$ cat src/design/ews_pkg.sv
`timescale 1ns / 1ps
// ----------------------------------------------------------------------------
// ews_pkg: shared types and constants of the wakeup scheduler
// Source codes, field widths and the link struct passed along the cell chain.
// ----------------------------------------------------------------------------
package ews_pkg;

  localparam int SRC_W  = 2;
  localparam int TIME_W = 32;
  localparam int NUM_SRC = 3;

  typedef logic [SRC_W-1:0]  src_t;
  typedef logic [TIME_W-1:0] time_t;

  // request codes and wake sources share one encoding
  localparam src_t OP_CLEAR_ALL = 2'd0;
  localparam src_t SRC_NONE     = 2'd0;
  localparam src_t SRC_DUTY     = 2'd1;
  localparam src_t SRC_MESSAGE  = 2'd2;
  localparam src_t SRC_SAMPLE   = 2'd3;

  // cell order along the chain is the tie-break priority
  localparam src_t CELL_SRC [NUM_SRC] = '{SRC_DUTY, SRC_MESSAGE, SRC_SAMPLE};

  // largest reload that still fits the 16-bit timer mode
  localparam time_t WIDE_RELOAD_MAX = 32'd65535;

  // best candidate so far, handed from cell to cell
  typedef struct packed {
    logic  armed;
    time_t due;
    src_t  src;
  } best_t;

endpackage

$ cat src/design/ews_if.sv
`timescale 1ns / 1ps
// ----------------------------------------------------------------------------
// ews_if: request and result channels of the wakeup scheduler
// Valid/ready channels; a transfer happens when valid and ready are both high.
// ----------------------------------------------------------------------------
interface ews_req_if;
  logic              valid;
  logic              ready;
  ews_pkg::src_t     op;
  ews_pkg::time_t    duration;
  ews_pkg::time_t    now;

  modport source (output valid, output op, output duration, output now, input ready);
  modport sink   (input valid, input op, input duration, input now, output ready);
endinterface

interface ews_rsp_if;
  logic              valid;
  logic              ready;
  logic              timer_on;
  ews_pkg::time_t    reload;
  logic              wide_mode;
  ews_pkg::src_t     wake_source;

  modport source (output valid, output timer_on, output reload, output wide_mode,
                  output wake_source, input ready);
  modport sink   (input valid, input timer_on, input reload, input wide_mode,
                  input wake_source, output ready);
endinterface

$ cat src/design/earliest_of_three_wakeup_scheduler.sv
`timescale 1ns / 1ps
// ----------------------------------------------------------------------------
// earliest_of_three_wakeup_scheduler: earliest-deadline wake timer setup
// Three deadline cells in a chain; each request updates the slots and picks
// the earliest armed deadline, which sets the wake timer reload and mode.
//
//   Channel   Dir  Payload                                  Transfer
//   in_req    in   op, duration, now                        valid & ready
//   out_rsp   out  timer_on, reload, wide_mode, wake_source valid & ready
//
// One request per cycle while the output register is free or draining; its
// result appears in the output register in the cycle after the request is
// taken. The single cell chain and the reload subtract feed it combinationally.
// A new request is taken whenever the output register is empty or is being
// drained in the same cycle. Reset clears all three deadlines (unarmed).
// ----------------------------------------------------------------------------
module earliest_of_three_wakeup_scheduler (
  input logic          clk,
  input logic          rst_n,
  ews_req_if.sink      in_req,
  ews_rsp_if.source    out_rsp
);
  import ews_pkg::*;

  logic  accept;
  time_t arm_val;
  best_t chain [NUM_SRC+1];
  best_t best;
  time_t span;
  time_t reload_nxt;

  logic  out_valid_r;
  logic  timer_on_r;
  time_t reload_r;
  logic  wide_mode_r;
  src_t  wake_source_r;

  // take a request when the output register is free or draining
  assign in_req.ready = !out_valid_r || out_rsp.ready;
  assign accept       = in_req.valid && in_req.ready;

  // shared arm value: now plus duration, zero duration disarms
  assign arm_val = (in_req.duration != '0) ? (in_req.now + in_req.duration) : '0;

  // seed the chain with an empty candidate
  assign chain[0] = '{armed: 1'b0, due: '0, src: SRC_NONE};

  for (genvar i = 0; i < NUM_SRC; i++) begin : g_cell
    ews_cell u_cell (
      .clk      (clk),
      .rst_n    (rst_n),
      .accept   (accept),
      .cell_src (CELL_SRC[i]),
      .op       (in_req.op),
      .arm_val  (arm_val),
      .now      (in_req.now),
      .best_in  (chain[i]),
      .best_out (chain[i+1])
    );
  end

  assign best = chain[NUM_SRC];

  // reload is the distance raised to one, minus one
  assign span       = best.due - in_req.now;
  assign reload_nxt = (!best.armed || (span == '0)) ? '0 : (span - time_t'(1));

  // advance the result register
  always_ff @(posedge clk) begin
    if (!rst_n) begin
      out_valid_r <= 1'b0;
    end else if (accept) begin
      out_valid_r <= 1'b1;
    end else if (out_rsp.ready) begin
      out_valid_r <= 1'b0;
    end
  end

  always_ff @(posedge clk) begin
    if (accept) begin
      timer_on_r    <= best.armed;
      reload_r      <= reload_nxt;
      wide_mode_r   <= (reload_nxt > WIDE_RELOAD_MAX);
      wake_source_r <= best.armed ? best.src : SRC_NONE;
    end
  end

  assign out_rsp.valid       = out_valid_r;
  assign out_rsp.timer_on    = timer_on_r;
  assign out_rsp.reload      = reload_r;
  assign out_rsp.wide_mode   = wide_mode_r;
  assign out_rsp.wake_source = wake_source_r;

  // an idle timer reports no source and a zero reload
  a_off_is_zero: assert property (@(posedge clk) disable iff (!rst_n)
    (out_valid_r && !timer_on_r) |-> ((reload_r == '0) && !wide_mode_r))
    else $error("timer off with nonzero reload or wide mode");

  a_on_has_src: assert property (@(posedge clk) disable iff (!rst_n)
    out_valid_r |-> (timer_on_r == (wake_source_r != SRC_NONE)))
    else $error("timer_on disagrees with wake_source");

  a_wide_mode: assert property (@(posedge clk) disable iff (!rst_n)
    out_valid_r |-> (wide_mode_r == (reload_r > WIDE_RELOAD_MAX)))
    else $error("wide_mode does not track reload");

  a_clear_all: assert property (@(posedge clk) disable iff (!rst_n)
    (accept && (in_req.op == OP_CLEAR_ALL)) |=> (out_valid_r && !timer_on_r))
    else $error("clear-all request left a deadline armed");

  a_hold_stall: assert property (@(posedge clk) disable iff (!rst_n)
    ($past(out_valid_r) && !$past(out_rsp.ready)) |-> (out_valid_r && $stable(reload_r)))
    else $error("stalled result changed");

endmodule

$ cat src/design/ews_cell.sv
`timescale 1ns / 1ps
// ----------------------------------------------------------------------------
// ews_cell: one deadline slot of the scheduler chain
// Holds one source's deadline, updates it per request, clamps overdue values
// and passes the earlier of its own deadline and the incoming best onward.
// ----------------------------------------------------------------------------
module ews_cell (
  input  logic           clk,
  input  logic           rst_n,
  input  logic           accept,
  input  ews_pkg::src_t  cell_src,
  input  ews_pkg::src_t  op,
  input  ews_pkg::time_t arm_val,
  input  ews_pkg::time_t now,
  input  ews_pkg::best_t best_in,
  output ews_pkg::best_t best_out
);
  import ews_pkg::*;

  time_t dl_r, dl_nxt;
  time_t dl_upd;

  // apply the request to this slot, then pull an overdue deadline up to now
  always_comb begin
    if (op == OP_CLEAR_ALL) begin
      dl_upd = '0;
    end else if (op == cell_src) begin
      dl_upd = arm_val;
    end else begin
      dl_upd = dl_r;
    end
    if ((dl_upd != '0) && (dl_upd < now)) begin
      dl_nxt = now;
    end else begin
      dl_nxt = dl_upd;
    end
  end

  // take over the lead only when strictly earlier; ties stay upstream
  always_comb begin
    best_out = best_in;
    if ((dl_nxt != '0) && (!best_in.armed || (dl_nxt < best_in.due))) begin
      best_out.armed = 1'b1;
      best_out.due   = dl_nxt;
      best_out.src   = cell_src;
    end
  end

  // hold the deadline between requests
  always_ff @(posedge clk) begin
    if (!rst_n) begin
      dl_r <= '0;
    end else if (accept) begin
      dl_r <= dl_nxt;
    end
  end

endmodule
$ cat src/flat_wrapper.sv
// flat-port wrapper written by rule: the top's interface ports become plain ports
module earliest_of_three_wakeup_scheduler_flat import ews_pkg::*;
  (clk, rst_n, in_req_valid, in_req_op, in_req_duration, in_req_now, in_req_ready, out_rsp_valid, out_rsp_timer_on, out_rsp_reload, out_rsp_wide_mode, out_rsp_wake_source, out_rsp_ready);
  ews_req_if in_req_i ();
  ews_rsp_if out_rsp_i ();
  input logic clk;
  input logic rst_n;
  input wire logic [$bits(in_req_i.valid)-1:0] in_req_valid;
  input wire logic [$bits(in_req_i.op)-1:0] in_req_op;
  input wire logic [$bits(in_req_i.duration)-1:0] in_req_duration;
  input wire logic [$bits(in_req_i.now)-1:0] in_req_now;
  output wire logic [$bits(in_req_i.ready)-1:0] in_req_ready;
  output wire logic [$bits(out_rsp_i.valid)-1:0] out_rsp_valid;
  output wire logic [$bits(out_rsp_i.timer_on)-1:0] out_rsp_timer_on;
  output wire logic [$bits(out_rsp_i.reload)-1:0] out_rsp_reload;
  output wire logic [$bits(out_rsp_i.wide_mode)-1:0] out_rsp_wide_mode;
  output wire logic [$bits(out_rsp_i.wake_source)-1:0] out_rsp_wake_source;
  input wire logic [$bits(out_rsp_i.ready)-1:0] out_rsp_ready;
  assign in_req_i.valid = in_req_valid;
  assign in_req_i.op = in_req_op;
  assign in_req_i.duration = in_req_duration;
  assign in_req_i.now = in_req_now;
  assign in_req_ready = in_req_i.ready;
  assign out_rsp_valid = out_rsp_i.valid;
  assign out_rsp_timer_on = out_rsp_i.timer_on;
  assign out_rsp_reload = out_rsp_i.reload;
  assign out_rsp_wide_mode = out_rsp_i.wide_mode;
  assign out_rsp_wake_source = out_rsp_i.wake_source;
  assign out_rsp_i.ready = out_rsp_ready;
  earliest_of_three_wakeup_scheduler u_core (.clk(clk), .rst_n(rst_n), .in_req(in_req_i), .out_rsp(out_rsp_i));
endmodule
$ cat config.mk
export PLATFORM = sky130hd
export DESIGN_NAME = earliest_of_three_wakeup_scheduler_flat
export DESIGN_NICKNAME = d
export VERILOG_FILES = /design/src/design/ews_pkg.sv /design/src/design/ews_if.sv /design/src/design/earliest_of_three_wakeup_scheduler.sv /design/src/design/ews_cell.sv /design/src/flat_wrapper.sv
export SDC_FILE = /design/constraint.sdc
export NUM_CORES = 1
export LEC_CHECK = 0
export BUFFER_PORTS_ARGS = -buffer_cell sky130_fd_sc_hd__buf_2
export CELL_PAD_IN_SITES_DETAIL_PLACEMENT = 1
export CELL_PAD_IN_SITES_GLOBAL_PLACEMENT = 1
export CORE_UTILIZATION = 30
export CTS_CLUSTER_DIAMETER = 100
export DETAILED_ROUTE_END_ITERATION = 10
export PLACE_DENSITY_LB_ADDON = 0.12
export REMOVE_ABC_BUFFERS = 1
export SLEW_MARGIN = 10
export SYNTH_ARGS = -nofsm -noshare
export SYNTH_HDL_FRONTEND = slang
export SYNTH_SLANG_ARGS = --single-unit
$ cat constraint.sdc
create_clock -name clk -period 15.4 [get_ports clk]
set_input_delay 0.77 -clock clk [delete_from_list [all_inputs] [get_ports clk]]
set_output_delay 0.77 -clock clk [all_outputs]
set_load 0.005 [all_outputs]
Word level (Yosys, flattened, before mapping)
Cells that the tools add are included.
{ "totals": {"ff_bits": 133, "inputBits": 70, "out_inout_bits": 38, "wordCells": 60} }
{ "op_classes": {"addsub": 3, "magnitude_cmp": 6, "n_eq_ne": 3, "muxes": 16, "n_reduce_logical": 24} }
{ "ops": {"columns": ["op", "n"], "rows": [
  ["two-way mux 32 bit", 11],
  ["nonzero test 32 bit", 7],
  ["less-than comparator 32 bit", 5],
  ["two-way mux 35 bit", 3],
  ["adder 32 bit", 1],
  ["greater-than comparator 32 x 16 -> 1 bit (second input constant)", 1],
  ["logical NOT 32 bit", 1],
  ["subtractor 32 x 1 -> 32 bit (second input constant)", 1],
  ["subtractor 32 bit", 1],
  ["logical AND 1 bit", 6],
  ["equality test 2 bit (second input constant)", 2],
  ["logical NOT 1 bit", 4],
  ["logical OR 1 bit", 4],
  ["equality test 2 x 1 -> 1 bit (second input constant)", 1],
  ["logical NOT 2 bit", 1],
  ["two-way mux 1 bit", 2],
  ["nonzero test 2 bit", 1]
]} }

Longest topological paths before layout
Gate-level depths: netlist (run 1).
{ "depth": {"ltp_word": 22, "mapped_depth": 69, "ltp_nobuf": 64} }

By module
From an unflattened synthesis (run 1), not the netlist that was laid out.
{ "hier_totals": {"cells_unflattened": 2593, "area_unflattened_um2": 20256.9} }
{ "modules_own_cells": {"columns": ["module", "n_inst", "cells_each", "area_each_um2", "seq_area_each_um2"], "rows": [
  ["earliest_of_three_wakeup_scheduler", 1, 761, 6055.8, 1101.1],
  ["ews_cell (u_core.g_cell[1].u_cell)", 1, 661, 4843.4, 640.6],
  ["ews_cell (u_core.g_cell[2].u_cell)", 1, 581, 4717.0, 640.6],
  ["ews_cell (u_core.g_cell[0].u_cell)", 1, 590, 4640.7, 640.6]
]} }

Worst setup path before layout (run 1)
OpenSTA, ideal clock, no wires.
{ "synth_timing": {"path_kind": "input port to flip-flop", "startpoint": "input in_req_now[0]", "endpoint": "register u_core.wide_mode_r, in the netlist u_core.out_rsp.wide_mode, data pin", "setup_time_ps": 262, "arrival_ps": 14284, "required_ps": 15138, "path_slack_ps": 855, "stages": 61, "n_path_buf": 5, "path_cell_list": "ha_1 -> fa_1 -> a21oi_1 -> o21ai_0 -> a32oi_1 -> a21oi_1 -> a211oi_1 -> a22o_1 -> ha_1 -> and4_1 -> a21oi_1 -> a21oi_1 -> a2111oi_0 -> o211ai_1 -> a21oi_1 -> buf_1 -> mux2i_1 -> ha_1 -> (+25 left out) -> a21oi_1 -> ha_1 -> clkbuf_1 -> a21o_1 -> a2111oi_0 -> o21bai_1 -> a21oi_1 -> a21boi_0 -> or3_1 -> a32o_1 -> nor3b_1 -> nand3_1 -> a2111oi_1 -> nand2_1 -> xnor2_1 -> or4_1 -> nor3_1 -> o22ai_1"} }
{ "synth_between": {"elab_chain_cells": 22, "elab_cells_between_ends": 41, "cone_classes": "add/sub: 3; order compare: 6; mux: 14; reduce/logical: 18"} }
{ "synth_lines": {"columns": ["item", "line", "text"], "rows": [
  ["start, declared", "flat_wrapper.sv:11", "input wire logic [$bits(in_req_i.now)-1:0] in_req_now;"],
  ["branches (longest 20 deep; another with adder 32 bit)", null, null],
  ["two-way mux 32 bit (*)", "earliest_of_three_wakeup_scheduler.sv:66", "assign reload_nxt = (!best.armed || (span == '0)) ? '0 : (span - time_t'(1));"],
  ["greater-than comparator 32 x 16 -> 1 bit (*)", "earliest_of_three_wakeup_scheduler.sv:83", "wide_mode_r <= (reload_nxt > WIDE_RELOAD_MAX);"],
  ["end signal, assigned", "earliest_of_three_wakeup_scheduler.sv:83", null],
  ["end, declared", "earliest_of_three_wakeup_scheduler.sv:35", "logic wide_mode_r;"]
]} }
Mark *: on every way between the ends.
A chain may end at the register's enable or synchronous reset.

Worst setup path after layout (run 1)
{ "layout_timing": {"startpoint": "input in_req_now[1]", "endpoint": "register u_core.wide_mode_r, in the netlist u_core.out_rsp.wide_mode, data pin"} }
The elaborated chain is that of the path after synthesis.

==> flow_metrics.tcl, run 1 <==
set metrics [dict create \
    chipHeight_um 239.3 \
    nets 2804 \
    r2r_setup_slack_ns 1.95 \
    status "finished clean" \
    drcViolationCount 0 \
    synthFlopType "dfxtp_1" \
    synth_fa_ha_area_share_pct 16.46 \
    synth_area_per_cell_um2 7.556 \
    criticalPathCategory "input port to flip-flop" \
    slowest_delay_ns 0.56 \
    via_count 18713 \
    postCtsHoldBufs 0 \
    synth_xor_area_share_pct 3.621 \
    max_freq_mhz 68.62 \
    cts_setup_buffers 0 \
    syn2layout_area_growth_pct 22.62 \
    holdPathEnd "u_core.g_cell[1].u_cell.dl_r[30]" \
    netlist_area_um2 16890 \
    placementRows 86 \
    dieArea_um2 57270 \
    viasPerCell 5.719 \
    cts_tree "yes" \
    drive_gt1_share_pct 20.25 \
    synth.area.mux_share_pct 4.443 \
    synth_cells 2236 \
    synth.top_cell.area_share_pct 16.22 \
    holdCritStartpoint "u_core.g_cell[1].u_cell.dl_r[30]" \
    clockRootBuffer "clkbuf_16" \
    synth_most_common_cell "nand2_1" \
    cp-start-kind "input port" \
    worstPathRequired_ns 15.64 \
    slew_headroom_pct 27.25 \
    clock_sinks 133 \
    end_kind "flip-flop" \
    ir_drop_v 0.0001228 \
    rsz0062_at_grt "no" \
    first_pass_iters 7 \
    arrival_ns 14.82 \
    dr.first_iter.drc_count 1192 \
    holdPathStages 2 \
    r2r-end "u_core.out_rsp.wide_mode" \
    fin_worst_skew_ns 0.01755 \
    ios 108 \
    reg2reg_from "u_core.g_cell[0].u_cell.dl_r[26]" \
    wl_mm 78.94 \
    synth_edf_count 36 \
    port_buffers 107 \
    clock_latency_ns 0.50 \
    synthTopCellsByCount "nand2_1 (286), ha_1 (219), a21oi_1 (211)" \
    overflow 0 \
    cts_max_path_buffers 2 \
    hold_path.class "flip-flop to flip-flop" \
    grt_pass1_wl_mm 119.0 \
    fin_setup_tns_ns 0 \
    yosys_warnings 0 \
    dp_cells 3242 \
    slew_viol_final 0 \
    grt_max_degree 98 \
    synth_area_leaders "ha_1 (16%), dfxtp_1 (11%), edfxtp_1 (6.4%), nand2_1 (6.4%), a21oi_1 (6.3%)" \
    period_share_pct 94.63 \
    hold_viol_final 0 \
    synthArstFlopShare_pct 0 \
    yosys.area_share.simple_pct 21.75 \
    die_w_um 239.3 \
    power_density_nw_per_um2 177.3 \
    leakage_uw 0.009070 \
    cp_max_fo 17 \
    synth_cell_types 86 \
    wire_per_inst_um 24.13 \
    grt_pass1_vias 19204 \
    synth-seq-cells 133 \
    antenna_found_initial 0 \
    synth_top_family_by_area "compound AO/OA/AOI/OAI gates" \
    yosys.area.top_type "ha_1" \
    cts.reportedPaths.clkPinSlew_ns 0.06 \
    cp_slowest_cell "or4_1" \
    drv_cap 0 \
    final.min_clock_period_ns 14.57 \
    grt_usage_pct 27.85 \
    final_antenna_net_count 0 \
    cts_resized 0 \
    r2r_cells 55 \
    cts_htree_levels 4 \
    setup_viol 0 \
    cts_inserted_buffers 17 \
    ys_seq_area_share_pct 17.89 \
    n_antenna_cell 0 \
    initial_core_util_pct 30.49 \
    synth_compound_area_share_pct 31.39 \
    routabilityCongestion 0.9535 \
    dp_hpwl_mm 65.09 \
    worst_slew_pin_slew_ns 1.091 \
    cp_common_cell "buf_4" \
    post_layout_nonfiller_instances 3272 \
    design.core.area_um2 55420 \
]
[layout by cell type, fill, tap and decap left out, types with 28 or more instances in the layout]
master    count
nand2_1     285
buf_4       269
ha_1        217
a21oi_1     206
nor2_1      164
o21ai_0     128
buf_2       107
dfxtp_1      97
inv_1        68
a21boi_0     68
a21o_1       62
and2_1       50
a22o_1       50
nand4_1      48
xnor2_1      44
mux2i_1      39
nor4_1       37
a31oi_1      37
edfxtp_1     36
nor3_1       35
mux2_2       32
o21a_1       30
nand3_1      28
[per-stage QoR]
stage	total power (µW)	setup WS (ns)	cell area [µm²]	utilization, %	hold slack [ns]
2_1_floorplan	2080	-5.814	16400	-	0.4388
3_3_place_gp	3182	0.2005	20080	36.23	0.4567
3_5_place_dp	3242	-0.1207	20080	36.23	0.4633
4_1_cts	3686	0.4044	20640	37.25	0.4726
5_1_grt	3984	0.02112	20720	37.39	0.4880
6_report	3674	0.8267	20720	37.39	0.4741
[cell type report]
cell class | instances | area, µm²
clock buffers | 24 | 501.7
clock inverters | 6 | 65.06
fillers | 6763 | 34700
inverters | 69 | 260.3
multi-input cells | 1911 | 13290
flip-flops and latches | 133 | 3023
well taps | 748 | 935.9
repair buffers | 381 | 2646
[report_power, final]
group          leakage, µW  switching, µW  internal (µW)  total [µW]
Clock             0.000280            184            242         425
Combinational      0.00765           1470           1270        2740
Sequential         0.00114           28.7            476         504
Total              0.00907           1690           1990        3670
[routing by layer]
layer / global-route usage, % / vias up / share of wire, %
li1: - / 8911 / -
met1: 36.48 / 9212 / 46
met2: 45.97 / 493 / 46
met3: 3.676 / 97 / 4.5
met4: 11.09 / 0 / 3.7
met5: 0 / - / 0
[sequential cells by signal, summed over array words and instances, names as in the netlist]
signal and flops:
u_core.g_cell.u_cell.dl_r 96, u_core.out_rsp.reload 32, u_core.out_rsp.timer_on 1, u_core.out_rsp.valid 1, u_core.out_rsp.wake_source 2, u_core.out_rsp.wide_mode 1
[cell families (layout without fill, tap and decap cells)]
family / count (synthesis) / in the layout
AO/OA/AOI/OAI: 784 / 784
multiplexers: 71 / 71
adder cells (fa/ha/maj): 221 / 221
buffers and inverters: 192 / 480
AND/OR/NAND/NOR: 766 / 766
XOR/XNOR: 69 / 69
flip-flops: 133 / 133
[critical path, delay by kind of cell]
kind / cells / cell delay, ns
AND/OR/NAND/NOR: 12 / 2.65
AO/OA/AOI/OAI: 32 / 7.16
buffers and inverters: 12 / 2.10
XOR/XNOR: 1 / 0.09
adder cells (fa/ha/maj): 5 / 1.64
multiplexers: 2 / 0.39
[worst max-delay path by stage]
stage | startpoint | end | slack (ns) | cells after the start
3_5_place_dp | in_req_now[10] | u_core.out_rsp.wide_mode | -0.12 | 62
4_1_cts | in_req_now[10] | u_core.out_rsp.wide_mode | 0.40 | 62
6_report | in_req_now[1] | u_core.out_rsp.wide_mode | 0.83 | 64
2_1_floorplan | in_req_now[0] | u_core.out_rsp.wide_mode | -5.81 | 55
5_1_grt | in_req_now[5] | u_core.out_rsp.wide_mode | 0.02 | 66
3_3_place_gp | in_req_now[10] | u_core.out_rsp.wide_mode | 0.20 | 62
Power figures use the tool's default switching activity.
==> inputs of run 2 (changes only) <==
Settings changed: BUFFER_PORTS_ARGS -buffer_cell sky130_fd_sc_hd__buf_2 to -buffer_cell sky130_fd_sc_hd__buf_4.
==> flow_metrics.tcl, run 2 (same netlist as run 1, synthesis figures left out) <==
set metrics [dict create \
    status "finished clean" \
    cts_inserted_buffers 17 \
    grt_usage_pct 27.68 \
    holdCritStartpoint "u_core.g_cell[1].u_cell.dl_r[6]" \
    period_share_pct 95.38 \
    drive_gt1_share_pct 16.86 \
    ios 108 \
    place_area_um2 19470 \
    power_density_nw_per_um2 174.1 \
    hold_viol_final 0 \
    worst_slew_pin_slew_ns 1.148 \
    slew_viol_final 0 \
    largest_register_ffs 96 \
    slew_headroom_pct 23.46 \
    worstPathRequired_ns 15.62 \
    cp-start-kind "input port" \
    leakage_uw 0.008672 \
    die_w_um 239.3 \
    cts_htree_levels 4 \
    swShare_pct 47.18 \
    final_cell_mix "nand2_1 (285), buf_4 (265), ha_1 (218), a21oi_1 (206), nor2_1 (165)" \
    holdWs_ns 0.4754 \
    clockRootBuffer "clkbuf_16" \
    placementRows 86 \
    initial_core_util_pct 30.49 \
    power_frac_comb_pct 72.4 \
    max_freq_mhz 68.08 \
    cp_common_cell "a21oi_1" \
    dr.first_iter.drc_count 1147 \
    cts_tree "yes" \
    routabilityCongestion 0.9298 \
    grt_pass1_wl_mm 117.5 \
    end_kind "flip-flop" \
    holdPathStages 2 \
    drv_cap 0 \
    drcViolationCount 0 \
    cp_max_fo 15 \
    final_common_cell "nand2_1" \
    postCtsHoldBufs 0 \
    r2r_cells 55 \
    criticalPathCategory "input port to flip-flop" \
    r2r_setup_slack_ns 2.02 \
    n_antenna_cell 0 \
    slowest_delay_ns 0.56 \
    ir_drop_v 0.0001559 \
    clock_sinks 133 \
    fillCellCount 6761 \
    reg2reg_from "u_core.g_cell[0].u_cell.dl_r[1]" \
    dieArea_um2 57270 \
    grt_pass1_vias 18583 \
    antenna_found_initial 0 \
    intPower_uw 1861 \
    final_antenna_net_count 0 \
    wire_per_inst_um 24.87 \
    seqPwrFrac_pct 14.4 \
    cts_max_path_buffers 2 \
    top_register "u_core.g_cell.u_cell.dl_r" \
    clock_latency_ns 0.49 \
    chipHeight_um 239.3 \
    fin_worst_skew_ns 0.01845 \
    final.min_clock_period_ns 14.69 \
    first_pass_iters 5 \
    hold_path.class "flip-flop to flip-flop" \
    nets 2692 \
    port_buffers 107 \
    wl_mm 78.65 \
    dp_hpwl_mm 64.13 \
    viasPerCell 5.811 \
    r2r-end "u_core.out_rsp.wide_mode" \
    grt_max_degree 100 \
    holdPathEnd "u_core.g_cell[1].u_cell.dl_r[6]" \
    net-switching-power_uw 1662 \
    cp_slowest_cell "or4_1" \
    final_area_um2 20230 \
    cts.reportedPaths.clkPinSlew_ns 0.06 \
    arrival_ns 14.91 \
    design.core.area_um2 55420 \
    setup_viol 0 \
    via_count 18374 \
    overflow 0 \
    syn2layout_area_growth_pct 19.76 \
    pwr-share-clk_pct 13.2 \
]
-- run 2: changes by cell type in the layout (fill, tap and decap cells not counted), sizes merged --
| cell | change |
|---|---|
| buf | -112 |
| bufinv | +2 |
| clkbuf | -2 |
| clkinv | +6 |
| clkinvlp | -1 |
| inv | -3 |
-- run 2: cell type report --
type / count / area [µm²] / area share [%]
Clock buffer: 22 / 496.7 / 2.455
Inverter: 69 / 260.3 / 1.286
Tap cell: 748 / 935.9 / 4.626
Sequential cell: 133 / 3023 / 14.94
Multi-Input combinational cell: 1911 / 13310 / 65.79
Timing Repair Buffer: 269 / 2064 / 10.20
Clock inverter: 10 / 141.4 / 0.6988
-- run 2: stage by stage --
step,utilization [%],total power (µW),setup TNS [ns],setup WS [ns],instances
CTS,36.29,3526,0,0.06335,3160
global placement,35.14,2987,-10.22,-0.3994,3128
global route,36.51,3815,-0.009562,-0.009562,3162
floorplan,-,2080,-183.63,-5.814,2113
detailed placement,35.14,3039,-8.942,-0.3984,3128
finish,36.51,3523,0,0.7121,3162
-- run 2: how the worst max path moves through the flow --
| stage | end | cells after the start | slack (ns) | start |
|---|---|---|---|---|
| after floorplan | u_core.out_rsp.wide_mode | 55 | -5.81 | in_req_now[0] |
| after global placement | u_core.out_rsp.wide_mode | 62 | -0.40 | in_req_now[10] |
| after detailed placement | u_core.out_rsp.wide_mode | 64 | -0.40 | in_req_now[10] |
| after CTS | u_core.out_rsp.wide_mode | 64 | 0.06 | in_req_now[10] |
| after global routing | u_core.out_rsp.wide_mode | 66 | -0.01 | in_req_now[12] |
| final | u_core.out_rsp.wide_mode | 64 | 0.71 | in_req_now[0] |
-- run 2: what timing repair did --
action,CTS,global route
setup buffers,0,2
endpoints found under the setup margin,0,33
gates resized for setup,0,30
-- run 2: worst max-delay path: cells and delay by family --
family          cells  cell delay (ns)
compound gates     33             7.05
simple gates       15             3.48
fa+ha+maj           6             1.78
buf+inv             8             1.42
mux                 1             0.30
xor+xnor            1             0.12
-- run 2: layer usage --
layer	track usage (%)	routed length, µm	share of wire [%]	vias up
met4	12.47	3370	4.3	0
met1	36.73	36190	46	9090
li1	-	-	-	8699
met3	3.250	3650	4.6	102
met5	0	0	0	-
met2	44.74	35450	45	483
-- run 2: power groups by stage --
stage | registers, µW | logic [µW] | clock network [µW]
detailed placement | 515 | 2520 | 0
finish | 507 | 2550 | 467
floorplan | 513 | 1570 | 0
global route | 513 | 2810 | 492
global placement | 513 | 2470 | 0
CTS | 508 | 2540 | 482
